File: config.mk
export PLATFORM = sky130hd
export DESIGN_NAME = b2b_half_g
export DESIGN_NICKNAME = d
export VERILOG_FILES = /design/src/rtl/b2b_pkg.sv /design/src/rtl/b2b_half_g.sv
export SDC_FILE = /design/constraint.sdc
export NUM_CORES = 1
export LEC_CHECK = 0
export BUFFER_PORTS_ARGS = -buffer_cell sky130_fd_sc_hd__buf_2
export CAP_MARGIN = 20
export CORE_AREA = 2 2 222 224
export DETAILED_ROUTE_END_ITERATION = 16
export DIE_AREA = 0 0 224 226
export SLEW_MARGIN = 20
export SYNTH_ARGS = -nofsm -noshare
export SYNTH_HDL_FRONTEND = slang
export SYNTH_SLANG_ARGS = --single-unit
File: constraint.sdc
create_clock -name vclk -period 10.85
set_input_delay 2.17 -clock vclk [all_inputs]
set_output_delay 2.17 -clock vclk [all_outputs]
set_load 0.02 [all_outputs]
File: src/rtl/b2b_pkg.sv
// ----------------------------------------------------------------------------
// b2b_pkg
// Shared types, constants and schedule tables for the BLAKE2b hash core.
// ----------------------------------------------------------------------------
package b2b_pkg;

    typedef logic [63:0] word_t;

    typedef enum logic [2:0] {
        ST_IDLE,
        ST_INIT,
        ST_MIX,
        ST_FOLD,
        ST_EMIT
    } state_t;

    localparam logic [2:0] REG_DIGEST  = 3'd0;
    localparam logic [2:0] REG_KEY     = 3'd1;
    localparam logic [2:0] REG_SALT_LO = 3'd2;
    localparam logic [2:0] REG_SALT_HI = 3'd3;
    localparam logic [2:0] REG_PERS_LO = 3'd4;
    localparam logic [2:0] REG_PERS_HI = 3'd5;

    localparam int ROUNDS = 12;

    // one G operand set: v indexes and message selects
    typedef struct packed {
        logic [3:0] a;
        logic [3:0] b;
        logic [3:0] c;
        logic [3:0] d;
        logic [3:0] mx;
        logic [3:0] my;
    } gsel_t;

    function automatic word_t iv(input logic [2:0] k);
        word_t r;
        case (k)
            3'd0: r = 64'h6a09e667f3bcc908;
            3'd1: r = 64'hbb67ae8584caa73b;
            3'd2: r = 64'h3c6ef372fe94f82b;
            3'd3: r = 64'ha54ff53a5f1d36f1;
            3'd4: r = 64'h510e527fade682d1;
            3'd5: r = 64'h9b05688c2b3e6c1f;
            3'd6: r = 64'h1f83d9abfb41bd6b;
            default: r = 64'h5be0cd19137e2179;
        endcase
        return r;
    endfunction

    function automatic logic [63:0] sigma_row(input logic [3:0] r);
        logic [63:0] s;
        case (r)
            4'd0, 4'd10: s = 64'hfedcba9876543210;
            4'd1, 4'd11: s = 64'h357b20c16df984ae;
            4'd2:  s = 64'h491763eadf250c8b;
            4'd3:  s = 64'h8f04a562ebcd1397;
            4'd4:  s = 64'hd386cb1efa427509;
            4'd5:  s = 64'h91ef57d438b0a6c2;
            4'd6:  s = 64'hb8293670a4def15c;
            4'd7:  s = 64'ha2684f05931ce7bd;
            4'd8:  s = 64'h5a417d2c803b9ef6;
            default: s = 64'h0dc3e9bf5167482a;
        endcase
        return s;
    endfunction

    function automatic gsel_t gsel(input logic [3:0] r, input logic [2:0] g);
        gsel_t q;
        logic [63:0] s;
        s = sigma_row(r);
        q.mx = s[{g, 1'b0, 2'b00} +: 4];
        q.my = s[{g, 1'b1, 2'b00} +: 4];
        case (g)
            3'd0: {q.a, q.b, q.c, q.d} = {4'd0, 4'd4, 4'd8, 4'd12};
            3'd1: {q.a, q.b, q.c, q.d} = {4'd1, 4'd5, 4'd9, 4'd13};
            3'd2: {q.a, q.b, q.c, q.d} = {4'd2, 4'd6, 4'd10, 4'd14};
            3'd3: {q.a, q.b, q.c, q.d} = {4'd3, 4'd7, 4'd11, 4'd15};
            3'd4: {q.a, q.b, q.c, q.d} = {4'd0, 4'd5, 4'd10, 4'd15};
            3'd5: {q.a, q.b, q.c, q.d} = {4'd1, 4'd6, 4'd11, 4'd12};
            3'd6: {q.a, q.b, q.c, q.d} = {4'd2, 4'd7, 4'd8, 4'd13};
            default: {q.a, q.b, q.c, q.d} = {4'd3, 4'd4, 4'd9, 4'd14};
        endcase
        return q;
    endfunction

endpackage

File: src/rtl/b2b_half_g.sv
// ----------------------------------------------------------------------------
// b2b_half_g
// Half of a G mix: one add pair and two xor-rotates, shared by all mixes.
// ----------------------------------------------------------------------------
module b2b_half_g (
    input  b2b_pkg::word_t a,
    input  b2b_pkg::word_t b,
    input  b2b_pkg::word_t c,
    input  b2b_pkg::word_t d,
    input  b2b_pkg::word_t m,
    input  logic           second,
    output b2b_pkg::word_t a_o,
    output b2b_pkg::word_t b_o,
    output b2b_pkg::word_t c_o,
    output b2b_pkg::word_t d_o
);
    b2b_pkg::word_t dx;
    b2b_pkg::word_t bx;

    assign a_o = a + b + m;
    assign dx  = d ^ a_o;
    // rotate by 32 then 16 on the second half
    assign d_o = second ? {dx[15:0], dx[63:16]} : {dx[31:0], dx[63:32]};
    assign c_o = c + d_o;
    assign bx  = b ^ c_o;
    assign b_o = second ? {bx[62:0], bx[63]} : {bx[23:0], bx[63:24]};
endmodule

==> results of run 1 <==
-- worst max-delay path: stages --
cell       delay (ps)
buf_2             110
fa_1              470
ha_1              320
and4_1            230
nand4_1           220
nor3_4            240
o2bb2ai_4         190
o21ai_4           130
a2111oi_4         460
o21ai_2           140
o41a_1            420
xnor2_2           290
xnor2_2           190
buf_6             170
mux2i_4           100
ha_4              330
nand4_1           160
or3_4             430
nor3b_4           230
and4_4            270
a211oi_4           60
o32ai_4           380
a31oi_4           160
o21ai_2           180
xor2_2            270
xnor2_2           180
mux2i_1           130
buf_4             200
-- worst max-delay path by stage --
stage,start,endpoint,slack [ps],depth (start not counted)
6_report,a[27],b_o[35],-190,28
4_1_cts,m[28],b_o[35],-120,28
2_1_floorplan,a[1],b_o[56],6,29
3_5_place_dp,m[1],b_o[48],-960,35
3_3_place_gp,a[1],b_o[48],-930,35
5_1_grt,a[27],b_o[35],-320,29
-- report_power, final --
group / switching, mW / internal, mW / total [mW]
clock network: 0 / 0.000000255 / 0.000000255
registers: 0 / 0 / 0
logic: 5.11 / 4.14 / 9.25
total: 5.11 / 4.14 / 9.25
-- kinds of logic after synthesis --
| family | count (synthesis) | share of synthesized area, % |
|---|---|---|
| AO/OA/AOI/OAI | 520 | 29.2 |
| XOR/XNOR | 258 | 20.5 |
| AND/OR/NAND/NOR | 415 | 16.8 |
| adder cells (fa/ha/maj) | 190 | 25.0 |
| multiplexers | 49 | 4.32 |
| buffers and inverters | 122 | 4.18 |
-- per-layer routing --
layer	GRT usage (%)	vias to the layer above
met5	0	-
met3	5.10	192
met2	56.9	921
met4	19.3	4
li1	-	8063
met1	38.6	8483
-- stage by stage --
stage	util (%)	cell area [um^2]	hold WS, ps	std cells
3_5_place_dp	40.3	19500	4840	3294
6_report	47.3	22900	4860	3426
2_1_floorplan	-	11500	4570	1554
3_3_place_gp	40.3	19500	4840	3294
4_1_cts	43.1	20800	4840	3354
5_1_grt	47.3	22900	4860	3422
-- cells in the mapped netlist (8+ instances only) --
cell and instances:
a21oi_1 207, xnor2_1 156, nor2_1 153, ha_1 125, nand2_1 112, xor2_1 94
a21o_1 75, o21ai_0 69, fa_1 65, clkbuf_1 59, inv_1 47, mux2i_1 45
nand4_1 31, o21bai_1 31, nand3_1 24, a211oi_1 19, a31oi_1 17, nor3_1 17
o21a_1 17, nand2b_1 14, o21ai_1 14, and3_1 10, nor2b_1 10, and4_1 9
or3_1 9, and2_1 8, buf_2 8
-- layout make-up --
cell class | count | area [um^2]
multi-input combinational | 1432 | 13100
inverter | 47 | 178
antenna | 11 | 27.5
tap | 622 | 778
timing repair buffer | 1314 | 8780
fill | 4825 | 25500
-- placed cells by master, fill, tap and decap left out, types with 8 or more instances in the layout --
| cell type | instances |
|---|---|
| and3_1 | 8 |
| and2_1 | 8 |
| o21ai_1 | 19 |
| ha_1 | 92 |
| xnor2_2 | 42 |
| a21oi_4 | 10 |
| a21o_1 | 73 |
| o21bai_1 | 27 |
| nand2b_1 | 12 |
| a211oi_1 | 13 |
| mux2i_1 | 30 |
| xnor2_4 | 11 |
| nor2_1 | 136 |
| xor2_2 | 16 |
| a31oi_1 | 10 |
| mux2i_4 | 8 |
| buf_2 | 517 |
| o21a_1 | 15 |
| xnor2_1 | 105 |
| a21oi_1 | 165 |
| nor2_2 | 11 |
| nor2b_1 | 9 |
| nand4_1 | 31 |
| diode_2 | 11 |
| o21ai_2 | 17 |
| inv_1 | 41 |
| nand3_1 | 22 |
| a21oi_2 | 33 |
| ha_4 | 31 |
| buf_4 | 745 |
| nand2_1 | 105 |
| fa_1 | 61 |
| o21ai_0 | 45 |
| buf_6 | 49 |
| nor3_1 | 13 |
| xor2_1 | 78 |
-- what timing repair did --
item | CTS | global route
setup buffers | 63 | 71
pin swaps | 89 | 157
resized for setup | 150 | 322
endpoints found under the setup margin | 100 | 94
hold buffers | 0 | 0
==> run summary, run 1 <==
Worst-path maximum fanout: 3
Initial detailed-routing violation count: 1405
Top-Level Pins: 577
DR WL met3: 5790 um
Area Overhead vs Synth: 99.6%
Die Wd: 224 um
GRT Util Overall: 32.9%
RSZ-0062 raised after global routing: yes
First-pass GRT wire length: 120000 um
Largest cells by area after synthesis: ha_1 (14%), xnor2_1 (12%), fa_1 (11%), a21oi_1 (9.0%), xor2_1 (7.2%)
Cells after synthesis: 1554
Final nets: 3306
Violated checks: setup timing
Setup TNS Final: -1390 ps
Post-DP HPWL: 78000 um
GPL Wtd Cong: 1.01
Total number of vias: 17700
Drt first pass iters: 8
Crit Path Class: in2out
Core area: 48300 um^2
Final setup vio count: 19
Vias in the first global route: 17700
Initial Util: 23.7%
Peak supply drop: 0.000305 V
Mean post-synth cell area: 7.37 um^2
Final Max Slew Viols: 0
Pleak: 11.3 nW
Row cnt: 81
Worst Setup Slack, final: -192 ps
Die Area: 50600 um^2
Grt ovf: 0
Clock buffers: 0
Setup crit end kind: output pin
Final hold violation count: 0
Pwr Total: 9.25 mW
Port Buffer Count: 577
Met1 WL: 35000 um
Worst Hold Path Cells: 4
FFs & Latches: 0
Share of cells above drive strength 1: 58.0%
Pwr dens: 404 nW/um^2
Final WL: 88900 um
Net count after synthesis: 2065
Vias per Instance: 5.16
Mapped Area: 11500 um^2
Synth area leader: ha_1
Synth Warn #: 0
Initial antenna violation count: 13
Max-Cap Viols: 0
Worst-margin pin slew: 796 ps
WL met2: 41600 um
Data required time at the worst endpoint: 8680 ps
Min Tclk post-route: 11040 ps
Top Layer Used: met5
DR WL/cell: 25.9 um
Critical path arrival: 8870 ps
Hold path startpoint: b[51]
Pin count of the biggest net entering global routing: 121
Placement Setup Slack: -957 ps
Final ANT Viol Nets: 0
Relative slew slack: 46.9%
CP startpoint kind: input pin
Hold Crit Endpoint: b_o[52]
Run status: finished with violations
Number of remaining DRC errors: 0
Die extent in y: 226 um
Post-synth top area share: 13.6%
Peak Freq: 90.6 MHz
Post-synth cell types: 83
FF/Latch Area: 0 um^2
Register area share after synthesis: 0%
Hold Path Class: in2out
Final period util: 102%
No activity file was read; power rests on OpenSTA's default activity.
==> run 2: changes to the inputs <==
--- a/config.mk
+++ b/config.mk
@@ -10,6 +10,7 @@
 export CORE_AREA = 2 2 222 224
 export DETAILED_ROUTE_END_ITERATION = 16
 export DIE_AREA = 0 0 224 226
+export SETUP_SLACK_MARGIN = 0.1
 export SLEW_MARGIN = 20
 export SYNTH_ARGS = -nofsm -noshare
 export SYNTH_HDL_FRONTEND = slang
==> run summary, run 2 (synthesis results as in run 1) <==
Run status: finished with violations (unchanged)
Violated checks: setup timing (unchanged)
DR WL/cell: 26.4 um (was 25.9 um)
Share of cells above drive strength 1: 57.6% (was 58.0%)
Number of remaining DRC errors: 0 (unchanged)
Die extent in y: 226 um (unchanged)
Final Non-Filler Cells: 3406 (was 3426)
Clock buffers: 0 (unchanged)
Worst-path maximum fanout: 8 (was 3)
Final setup vio count: 3 (was 19)
GPL Wtd Cong: 1.04 (was 1.01)
CP startpoint kind: input pin (unchanged)
Hold Path Class: in2out (unchanged)
RSZ-0062 raised after global routing: yes (unchanged)
Post-DP HPWL: 79900 um (was 78000 um)
Largest stage delay on the critical path: 600 ps (was 470 ps)
Initial antenna violation count: 8 (was 13)
Max-Cap Viols: 0 (unchanged)
Most frequent cells in the layout: buf_4 (736), buf_2 (512), a21oi_1 (167) (was buf_4 (745), buf_2 (517), a21oi_1 (165))
Hold_buf cts: 0 (unchanged)
Final nets: 3295 (was 3306)
Final Max Slew Viols: 0 (unchanged)
Relative slew slack: 28.4% (was 46.9%)
Final Hold Slack: 4800 ps (was 4860 ps)
Pwr Total: 9.16 mW (was 9.25 mW)
Pleak: 11.3 nW (about the same)
GRT Util Overall: 33.4% (was 32.9%)
Vias per Instance: 5.17 (was 5.16)
FFs & Latches: 0 (unchanged)
Placement Setup Slack: -1410 ps (was -957 ps)
FF/Latch Area: 0 um^2 (unchanged)
Vias in the first global route: 17700 (about the same)
Critical path arrival: 8710 ps (was 8870 ps)
First-pass GRT wire length: 122000 um (was 120000 um)
Most common cell on crit path: buf_4 (was xnor2_2)
Final WL: 89800 um (was 88900 um)
Multi-input gate area: 13200 um^2 (was 13100 um^2)
Slowest library cell on the worst path: fa_1 (unchanged)
Dpl cells: 3297 (was 3294)
Final period util: 100% (was 102%)
Row cnt: 81 (unchanged)
FILL cells: 4867 (was 4825)
Finished Cell Area: 22900 um^2 (about the same)
Port Buffer Count: 577 (unchanged)
Data required time at the worst endpoint: 8680 ps (about the same)
Worst Setup Slack, final: -29.5 ps (was -192 ps)
Final ANT Viol Nets: 0 (unchanged)
Peak Freq: 91.9 MHz (was 90.6 MHz)
Initial Util: 23.7% (unchanged)
Peak supply drop: 0.000266 V (was 0.000305 V)
Crit Path Class: in2out (unchanged)
Most common cell after layout, fill and taps aside: buf_4 (unchanged)
Initial detailed-routing violation count: 1267 (was 1405)
Area Overhead vs Synth: 99.8% (was 99.6%)
Setup crit end kind: output pin (unchanged)
Total number of vias: 17600 (was 17700)
Core area: 48300 um^2 (unchanged)
Drt first pass iters: 7 (was 8)
Min Tclk post-route: 10880 ps (was 11040 ps)
Pwr dens: 400 nW/um^2 (was 404 nW/um^2)
Post-Place Cell Area: 19500 um^2 (about the same)
Worst-margin pin slew: 1070 ps (was 796 ps)
Final hold violation count: 0 (unchanged)
Die Wd: 224 um (unchanged)
Top-Level Pins: 577 (unchanged)
Grt ovf: 0 (unchanged)
Pin count of the biggest net entering global routing: 72 (was 121)
Die Area: 50600 um^2 (unchanged)
-- run 2: timing repair --
action | CTS | global route
endpoints found under the setup margin | 107 | 85
gates resized for setup | 189 | 299
buffers inserted | 58 | 55
pin swaps | 102 | 145
-- run 2: final timing paths --
kind              startpoint       to  slack (ps)  cells after the start
setup / recovery        b[6]  b_o[39]         -30                     36
hold / removal          c[0]   c_o[0]        4800                      3
-- run 2: per-layer routing --
metal  up-vias  part of all wire (%)  GRT usage [%]
li1       8024                     -              -
met1      8472                    40           40.4
met2       912                    46           56.5
met3       185                   6.6           4.18
met4         8                   7.8           21.0
met5         -                 0.062              0
-- run 2: power breakdown --
part	internal (mW)	total, mW	switching, mW
Sequential	0	0	0
Combinational	4.08	9.16	5.08
Clock	0.0000000248	0.0000000248	0
Total	4.08	9.16	5.08
-- run 2: cell type report --
type                            instances  area share (%)
Inverter                               47           0.776
Timing Repair Buffer                 1303            38.1
Tap cell                              622            3.40
Antenna cell                            2          0.0219
Multi-Input combinational cell       1432            57.7
-- run 2: through the flow --
step | util, % | TNS [ps]
after floorplan | - | 0
after global placement | 40.4 | -50530
after detailed placement | 40.4 | -52280
after CTS | 43.5 | -1.43
after global routing | 47.4 | -3560
final | 47.4 | -37.3
-- run 2: worst max-delay path, delay by kind of cell --
family / cells / cell delay, ps
compound gates: 11 / 2210
xor+xnor: 3 / 690
fa+ha+maj: 3 / 1300
buf+inv: 16 / 2020
mux: 1 / 170
simple gates: 2 / 140
